File: src/hdl/gus_pkg.sv
// shared types and constants of the genotype unpack and standardize block
// no dependencies
package gus_pkg;

    localparam int FREQ_FRAC_BITS_DEF = 16;
    localparam int OUT_FRAC_BITS_DEF  = 16;

    localparam int FREQ_W = 16;
    localparam int GENO_W = 8;
    localparam int SIB_W  = 3;
    localparam int VAL_W  = 28;
    localparam int MODE_W = 2;

    localparam int SAMPLES_PER_BYTE = 4;

    localparam logic [MODE_W-1:0] MODE_DOSAGE = 2'd0;
    localparam logic [MODE_W-1:0] MODE_STD    = 2'd1;
    localparam logic [MODE_W-1:0] MODE_CENTER = 2'd2;

    localparam logic KIND_SNP  = 1'b0;
    localparam logic KIND_GENO = 1'b1;

    localparam logic signed [VAL_W-1:0] VAL_MAX = {1'b0, {(VAL_W-1){1'b1}}};
    localparam logic signed [VAL_W-1:0] VAL_MIN = {1'b1, {(VAL_W-1){1'b0}}};

    typedef struct packed {
        logic              kind;
        logic [FREQ_W-1:0] allele_freq;
        logic [GENO_W-1:0] geno_byte;
        logic [SIB_W-1:0]  samples_in_byte;
    } in_req_t;

    typedef struct packed {
        logic signed [VAL_W-1:0] value0;
        logic signed [VAL_W-1:0] value1;
        logic signed [VAL_W-1:0] value2;
        logic signed [VAL_W-1:0] value3;
        logic [SIB_W-1:0]        valid_count;
        logic                    degenerate;
    } out_req_t;

    // standardized table: the missing code always reads as zero
    typedef struct packed {
        logic                    zero_spread;
        logic signed [VAL_W-1:0] ent_hom0;
        logic signed [VAL_W-1:0] ent_het;
        logic signed [VAL_W-1:0] ent_hom1;
    } code_tbl_t;

endpackage

File: src/hdl/gus_table_calc.sv
// per-snp table unit: serial multiply, normalize, square root and three division lanes
// depends on gus_pkg
module gus_table_calc
    import gus_pkg::*;
#(
    parameter int FREQ_FRAC_BITS = FREQ_FRAC_BITS_DEF,
    parameter int OUT_FRAC_BITS  = OUT_FRAC_BITS_DEF
) (
    input  logic              clk,
    input  logic              rst_n,
    input  logic              start,
    input  logic [FREQ_W-1:0] freq,
    output logic              busy,
    output code_tbl_t         tbl
);

    localparam int AW        = FREQ_W;
    localparam int FW        = FREQ_FRAC_BITS + 1;
    localparam int MW        = FREQ_FRAC_BITS + 2;
    localparam int EXT_W     = (MW > AW + 1) ? MW : AW + 1;
    localparam int NORM_W    = 62;
    localparam int ROOT_W    = NORM_W / 2;
    localparam int E_MAX     = 30;
    localparam int E_W       = $clog2(E_MAX + 1);
    localparam int DIV_BASE  = MW + OUT_FRAC_BITS + 1;
    localparam int DIV_MAX   = DIV_BASE + E_MAX;
    localparam int STEP_W    = $clog2(DIV_MAX + 1);
    localparam int NUM_LANES = 3;

    localparam logic [EXT_W-1:0] S_EXT = EXT_W'(1) << FREQ_FRAC_BITS;
    localparam logic [EXT_W-1:0] LANE_KS [NUM_LANES] = '{'0, S_EXT, S_EXT << 1};

    typedef enum logic [5:0] {
        ST_IDLE = 6'b000001,
        ST_MUL  = 6'b000010,
        ST_NORM = 6'b000100,
        ST_SQRT = 6'b001000,
        ST_DIV  = 6'b010000,
        ST_FIN  = 6'b100000
    } calc_state_t;

    calc_state_t        state_reg, state_next;
    code_tbl_t          tbl_reg, tbl_next;
    logic [STEP_W-1:0]  step_reg, step_next;
    logic [E_W-1:0]     e_reg, e_next;
    logic [AW-1:0]      a_sh_reg, a_sh_next;
    logic [FW-1:0]      fac_reg, fac_next;
    logic [NORM_W-1:0]  d_reg, d_next;
    logic [ROOT_W-1:0]  root_reg, root_next;
    logic [ROOT_W:0]    srem_reg, srem_next;

    logic [MW-1:0]      m_sh_reg  [NUM_LANES];
    logic [MW-1:0]      m_sh_next [NUM_LANES];
    logic               neg_reg   [NUM_LANES];
    logic               neg_next  [NUM_LANES];
    logic [ROOT_W-1:0]  drem_reg  [NUM_LANES];
    logic [ROOT_W-1:0]  drem_next [NUM_LANES];
    logic [VAL_W-1:0]   q_reg     [NUM_LANES];
    logic [VAL_W-1:0]   q_next    [NUM_LANES];
    logic               ovf_reg   [NUM_LANES];
    logic               ovf_next  [NUM_LANES];

    logic [EXT_W-1:0]   freq_ext;
    logic [EXT_W-1:0]   twoa;
    logic [EXT_W-1:0]   fac_diff;
    logic [FW-1:0]      fac_init;
    logic               degen;
    logic [EXT_W-1:0]   m_diff [NUM_LANES];
    logic [MW-1:0]      m_init [NUM_LANES];
    logic               m_neg  [NUM_LANES];
    logic [ROOT_W+2:0]  sq_sh;
    logic [ROOT_W+2:0]  sq_trial;
    logic [ROOT_W+2:0]  sq_diff;
    logic [ROOT_W:0]    div_sh   [NUM_LANES];
    logic [ROOT_W:0]    div_diff [NUM_LANES];
    logic               div_ge   [NUM_LANES];
    logic signed [VAL_W-1:0] lane_val [NUM_LANES];

    function automatic logic signed [VAL_W-1:0] lane_value(
        input logic             neg,
        input logic             ovf,
        input logic [VAL_W-1:0] q
    );
        logic [VAL_W-1:0] q_inc;
        logic [VAL_W-1:0] mag;
        q_inc = q + VAL_W'(1);
        mag   = {1'b0, q_inc[VAL_W-1:1]};
        if (ovf || (&q))
        begin
            lane_value = neg ? VAL_MIN : VAL_MAX;
        end
        else if (neg)
        begin
            lane_value = -$signed(mag);
        end
        else
        begin
            lane_value = $signed(mag);
        end
    endfunction

    // operands for a new frequency
    always_comb
    begin
        freq_ext = EXT_W'(freq);
        twoa     = {freq_ext[EXT_W-2:0], 1'b0};
        degen    = (freq == '0) || (freq_ext >= S_EXT);
        fac_diff = S_EXT - freq_ext;
        fac_init = {fac_diff[FW-2:0], 1'b0};
        for (int i = 0; i < NUM_LANES; i++)
        begin
            m_neg[i]  = LANE_KS[i] < twoa;
            m_diff[i] = m_neg[i] ? (twoa - LANE_KS[i]) : (LANE_KS[i] - twoa);
            m_init[i] = m_diff[i][MW-1:0];
        end
    end

    // one root bit per cycle
    always_comb
    begin
        sq_sh    = {srem_reg, d_reg[NORM_W-1 -: 2]};
        sq_trial = {1'b0, root_reg, 2'b01};
        sq_diff  = sq_sh - sq_trial;
    end

    // one quotient bit per lane per cycle
    always_comb
    begin
        for (int i = 0; i < NUM_LANES; i++)
        begin
            div_sh[i]   = {drem_reg[i], m_sh_reg[i][MW-1]};
            div_ge[i]   = div_sh[i] >= {1'b0, root_reg};
            div_diff[i] = div_sh[i] - {1'b0, root_reg};
            lane_val[i] = lane_value(neg_reg[i], ovf_reg[i], q_reg[i]);
        end
    end

    always_comb
    begin
        state_next = state_reg;
        tbl_next   = tbl_reg;
        step_next  = step_reg;
        e_next     = e_reg;
        a_sh_next  = a_sh_reg;
        fac_next   = fac_reg;
        d_next     = d_reg;
        root_next  = root_reg;
        srem_next  = srem_reg;
        for (int i = 0; i < NUM_LANES; i++)
        begin
            m_sh_next[i] = m_sh_reg[i];
            neg_next[i]  = neg_reg[i];
            drem_next[i] = drem_reg[i];
            q_next[i]    = q_reg[i];
            ovf_next[i]  = ovf_reg[i];
        end

        case (state_reg)
            ST_IDLE:
            begin
                if (start)
                begin
                    if (degen)
                    begin
                        tbl_next             = '0;
                        tbl_next.zero_spread = 1'b1;
                    end
                    else
                    begin
                        state_next = ST_MUL;
                        step_next  = STEP_W'(AW);
                        e_next     = '0;
                        a_sh_next  = freq;
                        fac_next   = fac_init;
                        d_next     = '0;
                        for (int i = 0; i < NUM_LANES; i++)
                        begin
                            m_sh_next[i] = m_init[i];
                            neg_next[i]  = m_neg[i];
                        end
                    end
                end
            end
            ST_MUL:
            begin
                // 2a(S-a), frequency bits msb first
                d_next = {d_reg[NORM_W-2:0], 1'b0}
                       + (a_sh_reg[AW-1] ? {{(NORM_W-FW){1'b0}}, fac_reg} : '0);
                a_sh_next = {a_sh_reg[AW-2:0], 1'b0};
                if (step_reg == STEP_W'(1))
                begin
                    state_next = ST_NORM;
                end
                else
                begin
                    step_next = step_reg - STEP_W'(1);
                end
            end
            ST_NORM:
            begin
                if (d_reg[NORM_W-1 -: 2] == 2'b00)
                begin
                    d_next = {d_reg[NORM_W-3:0], 2'b00};
                    e_next = e_reg + E_W'(1);
                end
                else
                begin
                    state_next = ST_SQRT;
                    step_next  = STEP_W'(ROOT_W);
                    root_next  = '0;
                    srem_next  = '0;
                end
            end
            ST_SQRT:
            begin
                d_next = {d_reg[NORM_W-3:0], 2'b00};
                if (sq_sh >= sq_trial)
                begin
                    srem_next = sq_diff[ROOT_W:0];
                    root_next = {root_reg[ROOT_W-2:0], 1'b1};
                end
                else
                begin
                    srem_next = sq_sh[ROOT_W:0];
                    root_next = {root_reg[ROOT_W-2:0], 1'b0};
                end
                if (step_reg == STEP_W'(1))
                begin
                    state_next = ST_DIV;
                    step_next  = STEP_W'(DIV_BASE) + STEP_W'(e_reg);
                    for (int i = 0; i < NUM_LANES; i++)
                    begin
                        drem_next[i] = '0;
                        q_next[i]    = '0;
                        ovf_next[i]  = 1'b0;
                    end
                end
                else
                begin
                    step_next = step_reg - STEP_W'(1);
                end
            end
            ST_DIV:
            begin
                for (int i = 0; i < NUM_LANES; i++)
                begin
                    m_sh_next[i] = {m_sh_reg[i][MW-2:0], 1'b0};
                    drem_next[i] = div_ge[i] ? div_diff[i][ROOT_W-1:0]
                                             : div_sh[i][ROOT_W-1:0];
                    q_next[i]    = {q_reg[i][VAL_W-2:0], div_ge[i]};
                    // sticky: quotient already past the saturation range
                    ovf_next[i]  = ovf_reg[i] | q_reg[i][VAL_W-1];
                end
                if (step_reg == STEP_W'(1))
                begin
                    state_next = ST_FIN;
                end
                else
                begin
                    step_next = step_reg - STEP_W'(1);
                end
            end
            ST_FIN:
            begin
                tbl_next.zero_spread = 1'b0;
                tbl_next.ent_hom0    = lane_val[0];
                tbl_next.ent_het     = lane_val[1];
                tbl_next.ent_hom1    = lane_val[2];
                state_next           = ST_IDLE;
            end
            default:
            begin
                state_next = ST_IDLE;
            end
        endcase
    end

    always_ff @(posedge clk or negedge rst_n)
    begin
        if (!rst_n)
        begin
            state_reg <= ST_IDLE;
            tbl_reg   <= '0;
        end
        else
        begin
            state_reg <= state_next;
            tbl_reg   <= tbl_next;
        end
    end

    always_ff @(posedge clk)
    begin
        step_reg <= step_next;
        e_reg    <= e_next;
        a_sh_reg <= a_sh_next;
        fac_reg  <= fac_next;
        d_reg    <= d_next;
        root_reg <= root_next;
        srem_reg <= srem_next;
        for (int i = 0; i < NUM_LANES; i++)
        begin
            m_sh_reg[i] <= m_sh_next[i];
            neg_reg[i]  <= neg_next[i];
            drem_reg[i] <= drem_next[i];
            q_reg[i]    <= q_next[i];
            ovf_reg[i]  <= ovf_next[i];
        end
    end

    assign busy = (state_reg != ST_IDLE);
    assign tbl  = tbl_reg;

endmodule

File: src/hdl/genotype_unpack_standardize.sv
// genotype unpack and standardize: top level with decode, mode register and output buffer
// depends on gus_pkg and gus_table_calc
//
// Input channel in_valid/in_stall/in_data carries two kinds of request. A snp-start
// request (kind 0) loads the allele frequency; a genotype request (kind 1) holds four
// 2-bit codes and gives one result request on out_valid/out_stall/out_data.
// cfg_write/cfg_data set the decode mode: dosage, standardized or centered.
// A genotype request is decoded in the cycle it is accepted and its result is registered;
// genotype bytes go at one per cycle while in_stall is low.
// A snp-start request with a usable frequency runs the table unit: a serial
// multiply, a normalize step, a bit-serial square root and three parallel
// bit-serial dividers, then a write of the table; the normalize shift count e
// lengthens the normalize step and the division. in_stall stays high meanwhile.
// A frequency of 0 or 1 skips the table unit: the table is cleared and marked
// as zero spread.
// Results sit in an output register backed by one skid entry, so one more genotype
// request is taken while the receiver stalls; then in_stall rises.
// Reset clears the mode to dosage, the table to zero and empties the output buffer.
module genotype_unpack_standardize
    import gus_pkg::*;
#(
    parameter int FREQ_FRAC_BITS = FREQ_FRAC_BITS_DEF,
    parameter int OUT_FRAC_BITS  = OUT_FRAC_BITS_DEF
) (
    input  logic              clk,
    input  logic              rst_n,
    input  logic              cfg_write,
    input  logic [MODE_W-1:0] cfg_data,
    input  logic              in_valid,
    output logic              in_stall,
    input  in_req_t           in_data,
    output logic              out_valid,
    input  logic              out_stall,
    output out_req_t          out_data
);

    localparam logic [1:0] CODE_HOM0 = 2'b00;
    localparam logic [1:0] CODE_HET  = 2'b10;
    localparam logic [1:0] CODE_HOM1 = 2'b11;

    localparam logic signed [VAL_W-1:0] ONE_VAL = (OUT_FRAC_BITS <= VAL_W - 2)
        ? $signed(VAL_W'(64'd1 << OUT_FRAC_BITS)) : VAL_MAX;
    localparam logic signed [VAL_W-1:0] TWO_VAL = (OUT_FRAC_BITS <= VAL_W - 3)
        ? $signed(VAL_W'(64'd2 << OUT_FRAC_BITS)) : VAL_MAX;
    localparam logic signed [VAL_W-1:0] MONE_VAL = (OUT_FRAC_BITS <= VAL_W - 1)
        ? $signed(VAL_W'(64'd0 - (64'd1 << OUT_FRAC_BITS))) : VAL_MIN;

    logic [MODE_W-1:0] mode_reg, mode_next;
    out_req_t          out_data_reg, out_data_next;
    out_req_t          skid_data_reg, skid_data_next;
    logic              out_valid_reg, out_valid_next;
    logic              skid_valid_reg, skid_valid_next;

    logic              calc_busy;
    code_tbl_t         code_tbl;
    logic              accept;
    logic              snp_start;
    logic              push;
    logic              pop;
    logic              out_load_res;
    logic              out_load_skid;
    logic              skid_load;
    logic [SIB_W-1:0]  cnt;
    logic signed [VAL_W-1:0] ent0, ent2, ent3;
    out_req_t          res;

    function automatic logic signed [VAL_W-1:0] pick(
        input logic [1:0]              code,
        input logic signed [VAL_W-1:0] hom0,
        input logic signed [VAL_W-1:0] het,
        input logic signed [VAL_W-1:0] hom1
    );
        case (code)
            CODE_HOM0: pick = hom0;
            CODE_HET:  pick = het;
            CODE_HOM1: pick = hom1;
            default:   pick = '0;    // missing genotype
        endcase
    endfunction

    gus_table_calc #(
        .FREQ_FRAC_BITS (FREQ_FRAC_BITS),
        .OUT_FRAC_BITS  (OUT_FRAC_BITS)
    ) u_calc (
        .clk   (clk),
        .rst_n (rst_n),
        .start (snp_start),
        .freq  (in_data.allele_freq),
        .busy  (calc_busy),
        .tbl   (code_tbl)
    );

    assign in_stall  = calc_busy || skid_valid_reg;
    assign accept    = in_valid && !in_stall;
    assign snp_start = accept && (in_data.kind == KIND_SNP);
    assign push      = accept && (in_data.kind == KIND_GENO);
    assign pop       = out_valid_reg && !out_stall;

    assign mode_next = cfg_write ? cfg_data : mode_reg;

    always_comb
    begin
        case (mode_reg)
            MODE_STD:
            begin
                ent0 = code_tbl.ent_hom0;
                ent2 = code_tbl.ent_het;
                ent3 = code_tbl.ent_hom1;
            end
            MODE_CENTER:
            begin
                ent0 = MONE_VAL;
                ent2 = '0;
                ent3 = ONE_VAL;
            end
            default:
            begin
                ent0 = '0;
                ent2 = ONE_VAL;
                ent3 = TWO_VAL;
            end
        endcase
    end

    always_comb
    begin
        cnt = (in_data.samples_in_byte > SIB_W'(SAMPLES_PER_BYTE))
            ? SIB_W'(SAMPLES_PER_BYTE) : in_data.samples_in_byte;
        res.value0 = (cnt > SIB_W'(0))
            ? pick(in_data.geno_byte[1:0], ent0, ent2, ent3) : '0;
        res.value1 = (cnt > SIB_W'(1))
            ? pick(in_data.geno_byte[3:2], ent0, ent2, ent3) : '0;
        res.value2 = (cnt > SIB_W'(2))
            ? pick(in_data.geno_byte[5:4], ent0, ent2, ent3) : '0;
        res.value3 = (cnt > SIB_W'(3))
            ? pick(in_data.geno_byte[7:6], ent0, ent2, ent3) : '0;
        res.valid_count = cnt;
        res.degenerate  = (mode_reg == MODE_STD) && code_tbl.zero_spread;
    end

    // output register plus one skid entry
    always_comb
    begin
        out_valid_next  = out_valid_reg;
        skid_valid_next = skid_valid_reg;
        out_load_res    = 1'b0;
        out_load_skid   = 1'b0;
        skid_load       = 1'b0;
        if (pop)
        begin
            if (skid_valid_reg)
            begin
                out_load_skid   = 1'b1;
                skid_valid_next = 1'b0;
            end
            else
            begin
                out_valid_next = push;
                out_load_res   = push;
            end
        end
        else if (!out_valid_reg)
        begin
            out_valid_next = push;
            out_load_res   = push;
        end
        else if (push)
        begin
            skid_valid_next = 1'b1;
            skid_load       = 1'b1;
        end
        out_data_next  = out_load_skid ? skid_data_reg
                       : (out_load_res ? res : out_data_reg);
        skid_data_next = skid_load ? res : skid_data_reg;
    end

    always_ff @(posedge clk or negedge rst_n)
    begin
        if (!rst_n)
        begin
            mode_reg       <= MODE_DOSAGE;
            out_valid_reg  <= 1'b0;
            skid_valid_reg <= 1'b0;
        end
        else
        begin
            mode_reg       <= mode_next;
            out_valid_reg  <= out_valid_next;
            skid_valid_reg <= skid_valid_next;
        end
    end

    always_ff @(posedge clk)
    begin
        out_data_reg  <= out_data_next;
        skid_data_reg <= skid_data_next;
    end

    assign out_valid = out_valid_reg;
    assign out_data  = out_data_reg;

endmodule

File: config.mk
export PLATFORM = sky130hd
export DESIGN_NAME = genotype_unpack_standardize
export DESIGN_NICKNAME = d
export VERILOG_FILES = /design/src/hdl/gus_pkg.sv /design/src/hdl/gus_table_calc.sv /design/src/hdl/genotype_unpack_standardize.sv
export SDC_FILE = /design/constraint.sdc
export NUM_CORES = 2
export LEC_CHECK = 0
export BUFFER_PORTS_ARGS = -buffer_cell sky130_fd_sc_hd__clkbuf_2
export CAP_MARGIN = 20
export CORE_AREA = 2 2 271 273
export CTS_CLUSTER_SIZE = 8
export DETAILED_ROUTE_END_ITERATION = 8
export DIE_AREA = 0 0 273 275
export HOLD_SLACK_MARGIN = 0.12
export PLACE_DENSITY_LB_ADDON = 0.3
export SLEW_MARGIN = 10
export SYNTH_ARGS = -nofsm -noshare
export SYNTH_HDL_FRONTEND = slang
export SYNTH_SLANG_ARGS = --single-unit
File: constraint.sdc
create_clock -name clk -period 18.5 [get_ports clk]
set_input_delay 3.7 -clock clk [delete_from_list [all_inputs] [get_ports clk]]
set_output_delay 3.7 -clock clk [all_outputs]
set_load 0.03 [all_outputs]
Word level (Yosys, flattened, before mapping)
Memory sizes are Yosys's and may differ from the RTL's.
Index checks and enable logic that the tools add are counted.
- register bits after elaboration: 496
- RAM bits: 237
- output and inout port bits: 118
- logic and storage cells: 225
- memories: 5
- memory list (memory ; words ; bits a word ; rd ports ; clocked after Yosys merged registers in ; wr ports ; line ; text):
    u_calc.drem_reg ; 3 ; 31 ; 3 ; 0 ; 3 ; gus_table_calc.sv:56 ; logic [ROOT_W-1:0] drem_reg [NUM_LANES];
    u_calc.q_reg ; 3 ; 28 ; 3 ; 0 ; 3 ; gus_table_calc.sv:58 ; logic [VAL_W-1:0] q_reg [NUM_LANES];
    u_calc.m_sh_reg ; 3 ; 18 ; 3 ; 0 ; 3 ; gus_table_calc.sv:52 ; logic [MW-1:0] m_sh_reg [NUM_LANES];
    u_calc.neg_reg ; 3 ; 1 ; 3 ; 0 ; 3 ; gus_table_calc.sv:54 ; logic neg_reg [NUM_LANES];
    u_calc.ovf_reg ; 3 ; 1 ; 3 ; 0 ; 3 ; gus_table_calc.sv:60 ; logic ovf_reg [NUM_LANES];
- $add $sub $neg: 20
- order comparisons: 12
- eq/ne operators: 28
- multiplexer cells: 89
- bitwise logic cells: 5
- reductions and logical operators: 39
- operators with widths (kind ; count):
    2-to-1 mux 28 bit ; 13
    one-hot mux 28 bit (3 select lines) ; 4
    one-hot mux 62 bit (4 select lines) ; 1
    2-to-1 mux 116 bit ; 2
    2-to-1 mux 62 bit ; 3
    one-hot mux 93 bit (2 select lines) ; 1
    2-to-1 mux 85 bit ; 2
    one-hot mux 85 bit (2 select lines) ; 1
    one-hot mux 28 bit (2 select lines) ; 3
    one-hot mux 84 bit (2 select lines) ; 1
    2-to-1 mux 31 bit ; 4
    2-to-1 mux 54 bit ; 2
    one-hot mux 54 bit (2 select lines) ; 1
    >= comparator 32 x 31 -> 1 bit ; 3
    2-to-1 mux 93 bit ; 1
    subtractor 31 bit ; 3
    adder 28 x 1 -> 28 bit (second input constant) ; 3
    2-to-1 mux 84 bit ; 1
    negation 27 -> 28 bit ; 3
    AND reduction 28 bit ; 3
    2-to-1 mux 32 bit ; 2
    one-hot mux 32 bit (2 select lines) ; 1
    adder 62 bit ; 1
    one-hot mux 31 bit (2 select lines) ; 1
    other kinds (57) ; 133

Longest topological paths before layout
- depth after elaboration: 9
- gate-level depth with buffers: 14

Modules after synthesis
From an unflattened synthesis, not the netlist that was laid out.
- cells, all modules: 4352
- area, all modules: 44169.9 um^2
- modules (own cells, without submodules) (module ; times used ; cells an instance ; area an instance (um^2)):
    gus_table_calc ; 1 ; 3467 ; 32318.5
    genotype_unpack_standardize ; 1 ; 885 ; 11851.4

Least setup slack after synthesis
Ideal clock, no wire load.
- path kind: input to register
- from: input port out_stall
- to: register out_data_reg, in the netlist out_data[0], enable pin
- arrival time: 12833 ps
- required time: 17732 ps
- slack: 4899 ps
- stages: 5
- path through: nor2b_1 > nand2_1 > clkbuf_1 > clkbuf_1 > a21boi_0
- word-level cells in the longest chain between the ends: 4
- RTL lines (item ; line ; text):
    from (decl) ; genotype_unpack_standardize.sv:33 ; input logic out_stall,
    logical NOT 1 bit * ; genotype_unpack_standardize.sv:97 ; assign pop = out_valid_reg && !out_stall;
    logical AND 1 bit * ; genotype_unpack_standardize.sv:97 ;
    2-to-1 mux 1 bit ; genotype_unpack_standardize.sv:149 ; if (pop)
    nonzero test 2 bit (no source line) * ; -- ;
    to (signal assigned) ; genotype_unpack_standardize.sv:195 ; out_data_reg <= out_data_next;
    to (decl) ; genotype_unpack_standardize.sv:49 ; out_req_t out_data_reg, out_data_next;
Every way passes the cells marked *; elsewhere a longest branch is shown, timed or not.
A chain may end at the register's enable or synchronous reset.

Worst setup path after layout
- from: input port in_data[11] in the netlist's numbering
- to: register u_calc.d_reg[1], enable pin
- word-level cells in the longest chain between the ends: 3
- RTL lines (item ; line ; text):
    from (decl) ; genotype_unpack_standardize.sv:31 ; input in_req_t in_data,
    logical NOT 16 bit ; gus_table_calc.sv:107 ; degen = (freq == '0) || (freq_ext >= S_EXT);
    inequality test 2 bit (no source line) ; -- ;
    AND reduction 4 bit (no source line) ; -- ;
    to (signal assigned) ; gus_table_calc.sv:298 ; d_reg <= d_next;
    to (decl) ; gus_table_calc.sv:48 ; logic [NORM_W-1:0] d_reg, d_next;
Every way passes these cells.

==> results.cfg <==
[logic_synthesis]
syn_area_sq_um = 43700
ys_top_cells_by_count = edfxtp_1 (631), nand2_1 (514), a21oi_1 (345), nor2_1 (328), o21ai_0 (199)
yosysWarnings = 0
ys_seq_elements = 725
async_flop_share = 0.130
yosys.cell_count.top_type = edfxtp_1
synth_ff_type = edfxtp_1
synth_top_area_cell = edfxtp_1
synthCells = 4312
avgSynthCellArea_sq_um = 10.1
synth-seq-area-share = 0.488
syn_nets = 4505
yosysTopAreaCellShare = 0.434
synth_area_leaders = edfxtp_1 (43%), dfrtp_1 (5.3%), nand2_1 (4.4%)
synth.distinct_cells = 100
synth_edf_count = 631

[worst_setup_path]
worst-path-buf-inv = 5
end_kind = flop
arrival_ps = 6950
cp-start-kind = input pin
worst-path-max-fanout = 61
path_delay_family = simple AND/OR/NAND/NOR gates
cp.required_ps = 18800
crit_type = in2reg
path_cells = clkbuf_2, inv_1, ha_1, nand2_1, or3_1, or3_1, nor3b_1, buf_4, nand2b_1, inv_1, o221a_2, buf_4
critical-path-slowest-cell = or3_1
critPathMaxStageDelay_ps = 410

[clock_network]
cts_tree = built
clk_latency_ps = 670
cts_root_buffer = clkbuf_16
cts_buffer_depth = 3
hold_buffers = 0
h-tree-depth = 3
cts.sinks = 725
cts_resized = 0
clk_pin_slew_worst_paths_ps = 50
post_cts_buffers = 0
numCtsBuffers = 101

[sta]
rsz0062_at_grt = no
final.min_clock_period_ps = 6650
tns_ps = 0
final-setup-viol-count = 0
tightest_slew_ps = 1090
skew_ps = 42.9
max-slew-margin-rel = 0.276
timing.final.ws_setup_ps = 11850
fmax_mhz = 150
hold_violations = 0
period_share = 0.360
finalMaxSlewViolations = 0

[finish]
fillCellCount = 5493
antenna_cells = 0
multi_input_area_sq_um = 21200
seq_area_sq_um = 21300
layout.nets = 4570
layout-drive-gt1-share = 0.116
syn_to_final_growth_pct = 10.2

[grt]
grt_overflow = 0
grt_pass1_vias = 31500
use_met1 = 0.372
grt_max_degree = 96
met3_usage = 0.0366
grt_first_pass_wirelength_microns = 167000
grt.total_usage = 0.273
grt.busiest_layer = met2
use_met2 = 0.450
antenna_found_initial = 0

[worst_hold_path]
hold_class = reg2reg

[pwr]
vdd_drop_max_v = 0.0000971
pwr_density_cell_nw_per_um2 = 95.7
leakage_nw = 18.9

[routing]
drcViolationCount = 0
drt_iter0_markers = 3140
vias_per_cell = 6.21
first_pass_iters = 6
wl_microns = 104000
route.vias.total = 33600
wl_per_cell_microns = 19.3
ant_nets = 0

[floorplan]
dieArea_sq_um = 75100
core_sq_um = 72300
num_rows = 99
io_pins = 153
die_width_microns = 273
die_y_microns = 275
start_util = 0.604

[place]
dpl_worst_slack_ps = 11230
io_buffers = 152
gp_congestion = 0.940
hpwl_microns = 69800

[outcome]
status = finished, final reports clean

[flow_run]
max-cap-violations = 0
[power breakdown]
group / switching [W] / internal [W] / leakage [nW]
Combinational: 0.000491 / 0.000260 / 10.8
Clock: 0.000699 / 0.00105 / 1.40
Sequential: 0.000109 / 0.00199 / 6.70
Total: 0.00130 / 0.00330 / 18.9
[worst register-to-register path, stage by stage (launching register included)]
cell      delay [ps]
dfrtp_1          430
nor4_1           460
nand3b_1         450
nor2_1           340
nand2_1           80
nor2_1           570
nand2b_1         310
inv_1            670
o22ai_1          210
a221oi_1         880
[path summary, 6_finish.rpt]
path | start | endpoint | slack [ps] | depth (start not counted)
min in group asynchronous | rst_n | u_calc.state_reg[3] | 3100 | 1
min | u_calc.tbl[16] | u_calc.tbl[16] | 490 | 1
max in group asynchronous | rst_n | u_calc.tbl[33] | 14360 | 2
max | in_data[11] | u_calc.d_reg[1] | 11850 | 12
min reg2reg | u_calc.tbl[16] | u_calc.tbl[16] | 490 | 1
max reg2reg | u_calc.state_reg[3] | u_calc.step_reg[6] | 13720 | 9
[kinds of logic after synthesis]
kind of cell	count (synthesis)	synth area share
and+or+nand+nor	1567	0.175
AOI/OAI and AO/OA	993	0.142
DFF	725	0.488
buffers and inverters	337	0.0300
muxes	288	0.0701
xor gates and xnor gates	244	0.0489
adders and majority gates	158	0.0459
[per-layer routing]
| layer | up-vias | share of wire |
|---|---|---|
| li1 | 16000 | - |
| met1 | 16000 | 0.43 |
| met2 | 1355 | 0.48 |
| met3 | 209 | 0.068 |
| met4 | 0 | 0.029 |
| met5 | - | 0 |
[metrics by stage]
stage	util	total power, W	instances	hold slack [ps]	area [sq um]
after floorplan	-	0.00268	4312	444	43700
after global placement	0.624	0.00285	5230	464	45100
after detailed placement	0.624	0.00287	5230	473	45100
after CTS	0.665	0.00462	5402	485	48100
after global routing	0.665	0.00478	5405	519	48100
final	0.665	0.00460	5405	489	48100
[cell usage in the layout, fill, tap and decap left out, types with 63 or more instances in the layout]
cell type,count
o21ai_0,198
mux2i_1,146
a21oi_1,344
and2_1,191
inv_1,104
edfxtp_1,631
clkbuf_16,104
a21o_1,68
dfrtp_1,93
nand2_1,511
xor2_1,94
clkbuf_2,151
mux2_2,140
ha_1,154
nand3_1,159
nor2_1,326
xnor2_1,150
clkbuf_1,63
[cell type report]
class | instances | share of cell area
Timing Repair Buffer | 192 | 0.0225
Clock buffer | 168 | 0.0593
Clock inverter | 4 | 0.00177
Inverter | 107 | 0.00835
Multi-Input combinational cell | 3250 | 0.441
Sequential cell | 725 | 0.443
Tap cell | 959 | 0.0249
(Power assumes the default switching activity.)
